`config.mk`:
```
export PLATFORM = sky130hd
export DESIGN_NAME = lsc_divider
export DESIGN_NICKNAME = d
export VERILOG_FILES = /design/src/rtl/lsc_pkg.sv /design/src/rtl/lsc_divider.sv
export SDC_FILE = /design/constraint.sdc
export NUM_CORES = 1
export LEC_CHECK = 0
export BUFFER_PORTS_ARGS = -buffer_cell sky130_fd_sc_hd__buf_2
export CORE_MARGIN = 5
export CORE_UTILIZATION = 48
export CTS_CLUSTER_DIAMETER = 60
export CTS_CLUSTER_SIZE = 28
export DETAILED_ROUTE_END_ITERATION = 10
export SLEW_MARGIN = 20
export SYNTH_ARGS = -nofsm -noshare
export SYNTH_HDL_FRONTEND = slang
export SYNTH_SLANG_ARGS = --single-unit
```
`constraint.sdc`:
```
create_clock -name aclk -period 28 [get_ports aclk]
set_clock_uncertainty 0.15 [all_clocks]
set_input_delay 2.8 -clock aclk [delete_from_list [all_inputs] [get_ports aclk]]
set_output_delay 2.8 -clock aclk [all_outputs]
set_load 0.05 [all_outputs]
```
`src/rtl/lsc_pkg.sv`:
```
// Shared types and constants for the line segment clipper.
// Holds the coordinate, ratio and divider lane types and the register indexes.
// No dependencies.
`default_nettype none

package lsc_pkg;

    localparam int COORD_WIDTH     = 16;
    localparam int T_FRAC_BITS     = 16;
    localparam int DIV_STAGES      = 4;
    localparam int DIV_STEPS       = (T_FRAC_BITS + DIV_STAGES - 1) / DIV_STAGES;
    localparam int DELTA_WIDTH     = COORD_WIDTH + 1;
    localparam int RATIO_WIDTH     = T_FRAC_BITS + 3;
    localparam int T_WIDTH         = T_FRAC_BITS + 1;
    localparam int CFG_INDEX_WIDTH = 4;

    typedef logic signed [COORD_WIDTH-1:0] coord_t;
    typedef logic signed [DELTA_WIDTH-1:0] delta_t;
    typedef logic signed [RATIO_WIDTH-1:0] ratio_t;
    typedef logic        [T_WIDTH-1:0]     tval_t;
    typedef logic        [CFG_INDEX_WIDTH-1:0] cfg_index_t;

    localparam cfg_index_t REG_CLIP_LEFT   = cfg_index_t'(0);
    localparam cfg_index_t REG_CLIP_RIGHT  = cfg_index_t'(1);
    localparam cfg_index_t REG_CLIP_BOTTOM = cfg_index_t'(2);
    localparam cfg_index_t REG_CLIP_TOP    = cfg_index_t'(3);

    localparam ratio_t T_ONE = ratio_t'({1'b1, {T_FRAC_BITS{1'b0}}});

    // One ratio in flight: partial remainder, fraction bits so far and the
    // flags that settle the integer part, saturation and sign.
    typedef struct packed {
        logic [COORD_WIDTH-1:0] rem;
        logic [T_FRAC_BITS-1:0] frac;
        logic [COORD_WIDTH-1:0] mp;
        logic                   ip;
        logic                   sat;
        logic                   neg;
    } div_lane_t;

endpackage

`default_nettype wire

```
`src/rtl/lsc_divider.sv`:
```
// Pipelined restoring divider for one edge ratio q/p in fixed point.
// Depends on lsc_pkg.
`default_nettype none

module lsc_divider (
    input  wire                 aclk,
    input  wire                 en,
    input  lsc_pkg::div_lane_t  lane_in,
    output lsc_pkg::ratio_t     ratio
);
    import lsc_pkg::*;

    div_lane_t stage_src  [DIV_STAGES];
    div_lane_t stage_next [DIV_STAGES];
    div_lane_t stage_reg  [DIV_STAGES];
    div_lane_t last;
    logic [T_FRAC_BITS+1:0] mag;

    genvar g;
    generate
        for (g = 0; g < DIV_STAGES; g++) begin : g_stage
            if (g == 0) begin : g_first
                assign stage_src[g] = lane_in;
            end else begin : g_rest
                assign stage_src[g] = stage_reg[g-1];
            end

            always_comb begin
                logic [COORD_WIDTH:0] sh;
                stage_next[g] = stage_src[g];
                for (int k = 0; k < DIV_STEPS; k++) begin
                    if (g * DIV_STEPS + k < T_FRAC_BITS) begin
                        sh = {stage_next[g].rem, 1'b0};
                        if (sh >= {1'b0, stage_next[g].mp}) begin
                            stage_next[g].rem  = COORD_WIDTH'(sh - {1'b0, stage_next[g].mp});
                            stage_next[g].frac = {stage_next[g].frac[T_FRAC_BITS-2:0], 1'b1};
                        end else begin
                            stage_next[g].rem  = sh[COORD_WIDTH-1:0];
                            stage_next[g].frac = {stage_next[g].frac[T_FRAC_BITS-2:0], 1'b0};
                        end
                    end
                end
            end

            always_ff @(posedge aclk) begin
                if (en) begin
                    stage_reg[g] <= stage_next[g];
                end
            end
        end
    endgenerate

    assign last = stage_reg[DIV_STAGES-1];

    // A ratio of two or more saturates; every comparison still comes out the same.
    always_comb begin
        if (last.sat) begin
            mag = {2'b10, {T_FRAC_BITS{1'b0}}};
        end else begin
            mag = {1'b0, last.ip, last.frac};
        end
        if (last.neg) begin
            ratio = -ratio_t'(mag);
        end else begin
            ratio = ratio_t'(mag);
        end
    end

endmodule

`default_nettype wire

```
Word level (Yosys, flattened, before mapping)
Memories as Yosys holds them, arrays and structs flattened.
Index checks and enable logic that the tools add are counted.
{ "op_classes": {"addsub": 17, "n_lt_le_gt_ge": 16, "n_mux": 20} }
{ "op_table": {"columns": ["cell", "count"], "rows": [
  ["$mux W32", 16],
  ["$ge A17 B16 Y1", 16],
  ["$sub A16 B16 Y16", 16],
  ["$mux W19", 1],
  ["$neg A18 Y19", 1],
  ["$mux W18", 1],
  ["$mux W1", 2]
]} }
{ "word_totals": {"register_bits": 0, "mem_bits_rw": 204, "input_bits": 53, "output_inout_bits": 19, "elab_cells": 54, "memories": 1} }
{ "mem_list": {"columns": ["memory", "depth", "width", "read_ports", "rd_clocked_by_memory_dff", "wr", "line", "rtl"], "rows": [
  ["stage_reg", 4, 51, 4, 0, 4, "lsc_divider.sv:15", "div_lane_t stage_reg [DIV_STAGES];"]
]} }

Longest topological paths before layout
An unclocked memory read counts as a cell.
{ "logic_depth": {"depth_word": 9, "depth_mapped": 50, "mapped_depth_nobuf": 44} }

Worst setup path before layout
No wires, ideal clock.
{ "synth_timing": {"kind": "input -> register", "startpoint": "input port lane_in[4] (netlist bit)", "endpoint": "memory stage_reg[0][41] (netlist bit) (data pin)", "arrival_time_ns": 12.010, "required_time_ns": 27.590, "slack_ns": 15.580, "path_stages": 44, "n_path_buf": 6, "path_cell_list": "inv_1 > ha_1 > nor2b_1 > o31a_1 > o21ai_1 > o21ai_0 > o21ai_1 > clkbuf_1 > clkbuf_1 > o21ai_0 > ha_1 > or2_2 > a2111o_1 > o21ai_0 > o21ai_0 > a22o_1 > a211oi_1 > inv_1 > [8 not listed] > nand2_1 > a221o_1 > buf_2 > buf_2 > and2_1 > ha_1 > nor2b_1 > o21ai_0 > a21boi_0 > o211ai_1 > a21oi_1 > nor2_1 > a211o_1 > a21oi_1 > nor3_2 > nor2_2 > buf_2 > mux2_2"} }
{ "synth_lines": {"columns": ["item", "line", "rtl"], "rows": [
  ["from (decl)", "lsc_divider.sv:8", "input lsc_pkg::div_lane_t lane_in,"],
  ["to (decl)", "lsc_divider.sv:15", null]
]} }

==> results.toml <==
[drt]
wl_um = 48400
first_pass_iters = 6
num_vias = 15800
antenna_left = 0
drc = 0
avgRoutedWirePerCell_um = 18.0
initialDrtViolationCount = 1086
routed_via_density = 5.87

[synth]
avgSynthCellArea_um2 = 8.69
synth_cells = 2128
yosysMostFrequentCell = "ha_1"
synth_area_um2 = 18500
ys_ff_latch = 148
synth.net_count = 2430
async_reset_ff_share_pct = 0
yosysTopAreaCellShare_pct = 24.0
synth_area_leaders = "edfxtp_1 24%, ha_1 17%, mux2_2 6.0%"
ys_seq_area_share_pct = 24.0
yosys_warnings = 0
yosys-top-cells-count = "245 x ha_1, 179 x a21oi_1, 172 x nor2_1, 149 x o21ai_0, 148 x edfxtp_1"
synth_top_area_cell = "edfxtp_1"
synth-edff-count = 148
synthFlopType = "edfxtp_1"
synth.distinct_cells = 87

[timing]
setup_viol = 0
setup_tns_ns = 0
slew_headroom_pct = 33.8
fmax_ghz = 0.0725
maxSlewViolCount = 0
hold_viol = 0
rsz0062_at_grt = "no"
period_needed_ns = 13.80
tightestPinTransition_ns = 0.993
period_share_pct = 49.3

[final_layout]
drive_gt1_share_pct = 10.1
diodes = 0
fin_nets = 2469
area_delta_synth_final_pct = 7.42
fillers = 3626
multi_input_area_um2 = 13400
seq_area_um2 = 4440
largest_reg_flops = 148

[global_route]
grt_max_degree = 84
grt_first_pass_wirelength_um = 77300
grt_pass1_vias = 15000
track_usage_pct = 22.6
overflow = 0
antenna_found_initial = 0

[clock_network]
post_cts_resized = 0
htreeDepth = 4
cts-hold-fix-buffers = 0
cts_setup_buffers = 0
cts_buffers = 17
insertion_delay_ns = 0.44
cts_tree = "done"
clockBufferDepth = 2
cts.clk_slew.worst_paths_ns = 0.07
cts_sinks = 148
clockRootBuffer = "clkbuf_16"

[floorplanning]
die_width_um = 206
core-area_um2 = 37800
die_area_um2 = 42500
core.rowCount = 71
dieHeight_um = 206
start_util_pct = 48.9
pin_count = 72

[place]
numPortBuffers = 55
dp_hpwl_um = 39500
place_congestion = 0.936

[critical_path]
cp_slowest_cell = "nor2_2"
r2r_cells = 38
crit_top_cell = "o21ai_0"
critical_path_arrival_ns = 13.83
r2r_slack_ns = 14.80
crit_type = "in -> reg"
r2r_start = "stage_reg[0][3]$_DFFE_PP_"
worstSetupStartpoint = "lane_in[4]"
setup.worst_path.end = "stage_reg[0][50]$_DFFE_PP_"
crit_path_end_kind = "register"
crit_required_ns = 28.03
max_stage_delay_ns = 0.67
critPathMaxFanout = 22
r2r-end = "stage_reg[1][50]$_DFFE_PP_"
start_kind = "primary input"

[outcome]
status = "completed"

[flow_run]
maxCapViolations = 0

[hold_path]
hold_class = "reg -> reg"
==> cell families after synthesis <==
logic type / after synthesis / share of synthesized area [%]
AO/OA/AOI/OAI: 676 / 23.9
AND/OR/NAND/NOR: 575 / 15.2
adder cells (fa/ha/maj): 249 / 17.0
XOR/XNOR: 184 / 8.72
buffers and inverters: 174 / 3.69
flip-flops: 148 / 24.0
multiplexers: 122 / 7.44
==> through the flow <==
step | worst slack (ns) | cell area [um^2] | hold slack, ns | util (%) | instances
2_1_floorplan | 15.58 | 18500 | 0.250 | - | 2128
3_5_place_dp | 13.95 | 19300 | 0.255 | 51.0 | 2659
4_1_cts | 14.35 | 19900 | 0.265 | 52.5 | 2691
3_3_place_gp | 14.10 | 19300 | 0.251 | 51.0 | 2659
6_report | 14.20 | 19900 | 0.261 | 52.5 | 2691
5_1_grt | 13.57 | 19900 | 0.274 | 52.5 | 2691
==> cell type report <==
cell class / count / area share, %
Inverter: 132 / 2.49
Tap cell: 511 / 3.22
Clock buffer: 19 / 2.18
Timing Repair Buffer: 62 / 1.68
Multi-Input combinational cell: 1806 / 67.3
Clock inverter: 13 / 0.750
Sequential cell: 148 / 22.4
==> metal layers <==
metal	wire length [um]	GRT usage, %	part of all wire [%]
met3	1950	2.89	4.0
met2	23100	39.0	48
met5	0	0	0
met4	567	4.16	1.2
met1	22800	30.6	47
==> worst min path at each step <==
stage | endpoint | depth (start not counted) | start
after floorplan | stage_reg[1][0]$_DFFE_PP_ | 0 | stage_reg[0][0]$_DFFE_PP_
after global placement | stage_reg[1][25]$_DFFE_PP_ | 0 | stage_reg[0][21]$_DFFE_PP_
after detailed placement | stage_reg[2][2]$_DFFE_PP_ | 0 | stage_reg[1][2]$_DFFE_PP_
after CTS | stage_reg[1][23]$_DFFE_PP_ | 0 | stage_reg[0][19]$_DFFE_PP_
after global routing | stage_reg[3][28]$_DFFE_PP_ | 0 | stage_reg[2][24]$_DFFE_PP_
final | stage_reg[1][23]$_DFFE_PP_ | 0 | stage_reg[0][19]$_DFFE_PP_
==> cells in the final DEF, fill, tap and decap left out, drive strengths merged, types with 46 or more instances in the layout <==
cell and instances:
ha 245, a21oi 180, nor2 173, o21ai 153
edfxtp 148, nand2 135, inv 135, xnor2 109
mux2 105, a21o 76, xor2 75, buf 62
o21a 55, nor3 46
==> worst max-delay path: cells and delay by family <==
kind,cells,cell delay [ns]
adder cells (fa/ha/maj),4,1.40
AND/OR/NAND/NOR,7,1.55
multiplexers,3,1.23
AO/OA/AOI/OAI,22,5.61
buffers and inverters,5,1.19
Power is not shown: default switching activity piles up to over one toggle a cycle in this logic, so the estimate is an artifact.
