===== src/rtl/lsc_pkg.sv =====
// Shared types and constants for the line segment clipper.
// Holds the coordinate, ratio and divider lane types and the register indexes.
// No dependencies.
`default_nettype none

package lsc_pkg;

    localparam int COORD_WIDTH     = 16;
    localparam int T_FRAC_BITS     = 16;
    localparam int DIV_STAGES      = 4;
    localparam int DIV_STEPS       = (T_FRAC_BITS + DIV_STAGES - 1) / DIV_STAGES;
    localparam int DELTA_WIDTH     = COORD_WIDTH + 1;
    localparam int RATIO_WIDTH     = T_FRAC_BITS + 3;
    localparam int T_WIDTH         = T_FRAC_BITS + 1;
    localparam int CFG_INDEX_WIDTH = 4;

    typedef logic signed [COORD_WIDTH-1:0] coord_t;
    typedef logic signed [DELTA_WIDTH-1:0] delta_t;
    typedef logic signed [RATIO_WIDTH-1:0] ratio_t;
    typedef logic        [T_WIDTH-1:0]     tval_t;
    typedef logic        [CFG_INDEX_WIDTH-1:0] cfg_index_t;

    localparam cfg_index_t REG_CLIP_LEFT   = cfg_index_t'(0);
    localparam cfg_index_t REG_CLIP_RIGHT  = cfg_index_t'(1);
    localparam cfg_index_t REG_CLIP_BOTTOM = cfg_index_t'(2);
    localparam cfg_index_t REG_CLIP_TOP    = cfg_index_t'(3);

    localparam ratio_t T_ONE = ratio_t'({1'b1, {T_FRAC_BITS{1'b0}}});

    // One ratio in flight: partial remainder, fraction bits so far and the
    // flags that settle the integer part, saturation and sign.
    typedef struct packed {
        logic [COORD_WIDTH-1:0] rem;
        logic [T_FRAC_BITS-1:0] frac;
        logic [COORD_WIDTH-1:0] mp;
        logic                   ip;
        logic                   sat;
        logic                   neg;
    } div_lane_t;

endpackage

`default_nettype wire


===== src/rtl/lsc_interp.sv =====
// Interpolation of one clipped coordinate with a registered product: a + t*d, truncated toward zero.
// Depends on lsc_pkg.
`default_nettype none

module lsc_interp (
    input  wire              aclk,
    input  wire              en,
    input  lsc_pkg::coord_t  a,
    input  lsc_pkg::tval_t   t,
    input  lsc_pkg::delta_t  d,
    output lsc_pkg::coord_t  result
);
    import lsc_pkg::*;

    localparam int PW = T_WIDTH + COORD_WIDTH;

    logic [COORD_WIDTH-1:0] dmag;
    logic [PW-1:0]          prod_next;
    logic [PW-1:0]          prod_reg;
    coord_t                 a_reg;
    logic                   dneg_reg;
    logic [COORD_WIDTH-1:0] ipart;
    logic                   frac_nz;
    logic [COORD_WIDTH+1:0] base;
    logic [COORD_WIDTH+1:0] base_adj;

    always_comb begin
        if (d[DELTA_WIDTH-1]) begin
            dmag = COORD_WIDTH'(-d);
        end else begin
            dmag = COORD_WIDTH'(d);
        end
        prod_next = {{COORD_WIDTH{1'b0}}, t} * {{T_WIDTH{1'b0}}, dmag};
    end

    always_ff @(posedge aclk) begin
        if (en) begin
            prod_reg <= prod_next;
            a_reg    <= a;
            dneg_reg <= d[DELTA_WIDTH-1];
        end
    end

    assign ipart   = prod_reg[T_FRAC_BITS +: COORD_WIDTH];
    assign frac_nz = |prod_reg[T_FRAC_BITS-1:0];

    // A dropped fraction pulls the sum one step back toward zero.
    always_comb begin
        if (dneg_reg) begin
            base = {{2{a_reg[COORD_WIDTH-1]}}, a_reg} - {2'b00, ipart};
        end else begin
            base = {{2{a_reg[COORD_WIDTH-1]}}, a_reg} + {2'b00, ipart};
        end
        base_adj = base;
        if (frac_nz) begin
            if (!dneg_reg && base[COORD_WIDTH+1]) begin
                base_adj = base + 1'b1;
            end else if (dneg_reg && !base[COORD_WIDTH+1] && (base != '0)) begin
                base_adj = base - 1'b1;
            end
        end
    end

    assign result = base_adj[COORD_WIDTH-1:0];

endmodule

`default_nettype wire


===== config.mk =====
export PLATFORM = sky130hd
export DESIGN_NAME = lsc_interp
export DESIGN_NICKNAME = d
export VERILOG_FILES = /design/src/rtl/lsc_pkg.sv /design/src/rtl/lsc_interp.sv
export SDC_FILE = /design/constraint.sdc
export NUM_CORES = 1
export LEC_CHECK = 0
export BUFFER_PORTS_ARGS = -buffer_cell sky130_fd_sc_hd__buf_4
export CORE_ASPECT_RATIO = 1.4
export CORE_MARGIN = 5
export CORE_UTILIZATION = 61
export DETAILED_ROUTE_END_ITERATION = 7
export PLACE_DENSITY = 0.8
export SLEW_MARGIN = 10
export SYNTH_ARGS = -nofsm -noshare
export SYNTH_HDL_FRONTEND = slang
export SYNTH_SLANG_ARGS = --single-unit
export TNS_END_PERCENT = 30

===== constraint.sdc =====
create_clock -name aclk -period 17.8 [get_ports aclk]
set_input_delay 0.89 -clock aclk [delete_from_list [all_inputs] [get_ports aclk]]
set_output_delay 0.89 -clock aclk [all_outputs]
set_load 0.05 [all_outputs]

; ---- After elaboration in Yosys (flattened, before gate mapping)
; Cells that the tools add are included.
; Widths: inputs -> output; s select.
[totals]
in_bits = 52
register_bits = 49
[classes]
mux = 5
n_reduce_logical = 7
multipliers = 1
n_addsub = 5
[ops]
columns = operator, n
row1 = $mux 16, 4
row2 = $mul 17x16->32, 1
row3 = $add 16x17->18, 1
row4 = $mux 18, 1
row5 = $reduce_bool 18->1, 1
row6 = $sub 16x17->18, 1
row7 = $add 16x1->16 const B, 1
row8 = $neg 16->16, 1
row9 = $reduce_or 16->1, 1
row10 = $sub 16x1->16 const B, 1
row11 = $logic_and 1x1->1, 3
row12 = $logic_not 1->1, 2

; ---- Depth between registers and ports, before layout
[logic_depth]
word_depth = 8
ltp_mapped = 33
depth_no_buf = 30

; ---- Worst setup path before layout
; No wires, ideal clock.
[synth_timing]
path_type = input to register
start = in d[0]
end = reg prod_reg[31] (data pin)
required_ns = 17.534
path_slack_ns = 9.687
stages = 25
path_buffers = 1
setup_ns = 0.266
t_arrival_ns = 7.846
cell_sequence = or4_1 -> or4_1 -> or3_1 -> o31ai_2 -> xnor2_1 -> clkbuf_1 -> nand2_1 -> fa_1 -> inv_1 -> fa_1 -> inv_1 -> fa_1 -> inv_1 -> fa_1 -> fa_1 -> ha_1 -> ha_1 -> nand4_1 -> nor2_1 -> a221o_1 -> a31oi_1 -> a21oi_1 -> nor3b_1 -> mux2i_1 -> nand4_1
[synth_via]
elab_chain_len = 3
[synth_rtl]
columns = item, line_no
row1 = "start, declared", lsc_interp.sv:10  ; input lsc_pkg::delta_t d,
row2 = $neg 16->16, lsc_interp.sv:29  ; dmag = COORD_WIDTH'(-d);
row3 = $mux 16 (*), lsc_interp.sv:28  ; if (d[DELTA_WIDTH-1]) begin
row4 = $mul 17x16->32 (*), lsc_interp.sv:33  ; prod_next = {{COORD_WIDTH{1'b0}}, t} * {{T_WIDTH{1'b0}}, dmag};
row5 = named net prod_next[31], lsc_interp.sv:18  ; logic [PW-1:0] prod_next;
row6 = "end signal, assigned", lsc_interp.sv:38  ; prod_reg <= prod_next;
row7 = "end, declared", lsc_interp.sv:19  ; logic [PW-1:0] prod_reg;
; Mark *: on every way through the listed nets, which the timed path passes. The rest lies on a longest branch.
; A chain may end at the register's enable or synchronous reset.

; ---- Worst setup path after layout
; Ends and elaborated chain as after synthesis.

==> results.yml <==
min_path:
  hold-path-cell-count: 1
  hold_class: "input pin to flop"
sta:
  rsz0062_at_grt: "false"
  setup_viol: 0
  fin_setup_tns_ns: 0
  period_share_pct: 47.72
  max_slew_margin_pct: 32.32
  finalCriticalPeriod_ns: 8.495
  finalHoldViolations: 0
  worst_pin_slew_ns: 1.010
  slew_violations: 0
  clock.fmax_ghz: 0.1177
critical_path:
  cp-end-kind: "flop"
  worstPathArrival_ns: 8.53
  crit_type: "input pin to flop"
  startpoint_type: "input pin"
  crit_fanout: 20
  crit_required_ns: 17.84
synthesis:
  synth_xor_area_share_pct: 5.330
  synth_edf_count: 49
  synth.area.top_cells: "fa_1 33%, ha_1 12%, edfxtp_1 12%"
  synth_compound_area_share_pct: 8.751
  ys_seq_area_share_pct: 11.63
  synth.yosys.warnings: 0
  netlist_area_mm2: 0.01265
  synth_fa_ha_area_share_pct: 45.07
  synth_area_per_cell_um2: 8.855
  syn_inst: 1429
  synth_fp_nets: 1812
  synth_most_common_cell: "inv_1"
  muxShareOfSynthArea_pct: 0.4054
  ys.flop_type: "edfxtp_1"
  synth_top_area_cell: "fa_1"
  netlist.area_leader.share_pct: 32.91
  synth-simple-area-share_pct: 19.68
  async_reset_ff_share_pct: 0
  ys_seq_elements: 49
  synth_common_cells: "259 x inv_1, 208 x fa_1, 199 x nand2_1"
  synthDistinctLibCells: 69
  synth_top_family_by_area: "adder cells"
clock_network:
  clockBufferDepth: 2
  postCtsSetupBuffers: 0
  cts.sinks: 49
  h-tree-depth: 2
  hold_buffers: 0
  cts_resized: 0
  cts_root_buf: "clkbuf_16"
  clk_pin_slew_ns: 0.07
  cts_tree: "built"
  numCtsBuffers: 5
global_route:
  grt_pass1_wl_mm: 51.00
  grt_pass1_vias: 10820
  grt_usage_pct: 25.93
  overflow: 0
  grt_max_degree: 50
  antenna_found_initial: 0
floorplanning:
  num_rows: 62
  coreArea_mm2: 0.02048
  initial_core_util_pct: 61.79
  dieArea_mm2: 0.02376
  die-width_um: 131.7
  io_pins: 68
  fp.dieH_um: 180.4
placed_design:
  gp_congestion: 0.9792
  place_inst: 1715
  place_area_mm2: 0.01340
  io_buffers: 67
  post-dp-hpwl_mm: 25.13
routing:
  dr.pass1.iters: 5
  routed_wl_mm: 30.46
  drc_errors: 0
  vias: 10100
  wl_per_cell_um: 17.68
  viasPerCell: 5.863
  ant_nets: 0
  drt_iter0_drc: 642
cells_and_area:
  fill_cells: 1711
  final_cell_area_mm2: 0.01357
  num-nets-final: 1849
  n_antenna_cell: 0
  area_delta_synth_final_pct: 7.228
  layoutNonFillerInstCount: 1723
  drive_gt1_share_pct: 7.566
  largest_register_ffs: 32
status:
  status: "finished, final reports clean"
run:
  cap_violations: 0
-- cell families (layout without fill, tap and decap cells) --
logic type	after synthesis	in the layout
AOI/OAI and AO/OA	166	166
xor gates and xnor gates	77	77
adders and majority gates	331	331
buffers and inverters	305	343
DFF	49	49
muxes	5	5
and+or+nand+nor	496	496
-- worst max-delay path, cell delays in order --
cell and delay, ns:
buf_4 0.19, or4_1 0.57, or4_1 0.51, or3_1 0.45, o31ai_2 0.26, xnor2_1 0.27
buf_4 0.26, nand2_1 0.09, fa_1 0.55, inv_1 0.06, fa_1 0.53, inv_1 0.05
fa_1 0.53, inv_1 0.06, fa_1 0.50, fa_1 0.49, ha_1 0.32, ha_1 0.37
nand4_1 0.13, nor2_1 0.06, a221o_1 0.29, a31oi_1 0.19, a21oi_1 0.13, nor3b_1 0.46
mux2i_1 0.24, nand4_1 0.08
-- metal layers --
| metal | GRT usage [%] | wire, µm | up-vias |
|---|---|---|---|
| met5 | 0 | 0 | - |
| met4 | 11.61 | 1184 | 0 |
| met3 | 2.486 | 1412 | 83 |
| met2 | 47.15 | 16040 | 301 |
| met1 | 30.90 | 11820 | 5077 |
| li1 | - | - | 4641 |
-- path summary, 6_finish.rpt --
path / startpoint / to
max: d[0] / prod_reg[31]
min: a[10] / a_reg[10]
-- layout make-up --
class                   count  area (µm²)  share of cell area [%]
clock buffers               5       125.1                  0.9222
multi-input cells        1075       10070                   74.20
repair buffers             76       570.5                   4.205
inverters                 259       972.2                   7.165
well taps                 256       320.3                   2.361
flip-flops and latches     49        1471                   10.84
clock inverters             3       41.29                  0.3043
-- stage by stage --
step / setup slack, ns / hold WS (ns) / util (%)
CTS: 9.328 / 0.7564 / 66.25
floorplan: 9.687 / 0.9889 / -
global route: 8.893 / 0.7567 / 66.25
finish: 9.305 / 0.7637 / 66.25
global placement: 9.162 / 1.069 / 65.44
detailed placement: 9.012 / 1.070 / 65.44
-- cells in the final DEF, fill, tap and decap left out, types with 6 or more instances in the layout --
cell type,netlist,routed
a21oi_1,48,48
o21bai_1,6,6
or4_1,6,6
o21a_1,7,7
nand3_1,19,19
nor4_1,11,11
edfxtp_1,49,49
o31ai_1,8,8
fa_1,208,208
o211ai_1,14,14
a211oi_1,7,7
nor2_1,50,50
inv_1,259,259
and3_1,10,10
and2_1,117,117
a21o_1,14,14
nor3_1,28,28
ha_1,123,123
o21ai_0,23,23
nand2b_1,11,11
or3_1,6,6
xor2_1,13,13
or2_2,6,6
a31oi_1,8,8
nand2_1,199,199
nand4_1,10,10
xnor2_1,64,59
buf_4,0,76
Power is not shown: default switching activity piles up to over one toggle a cycle in this logic, so the estimate is an artifact.
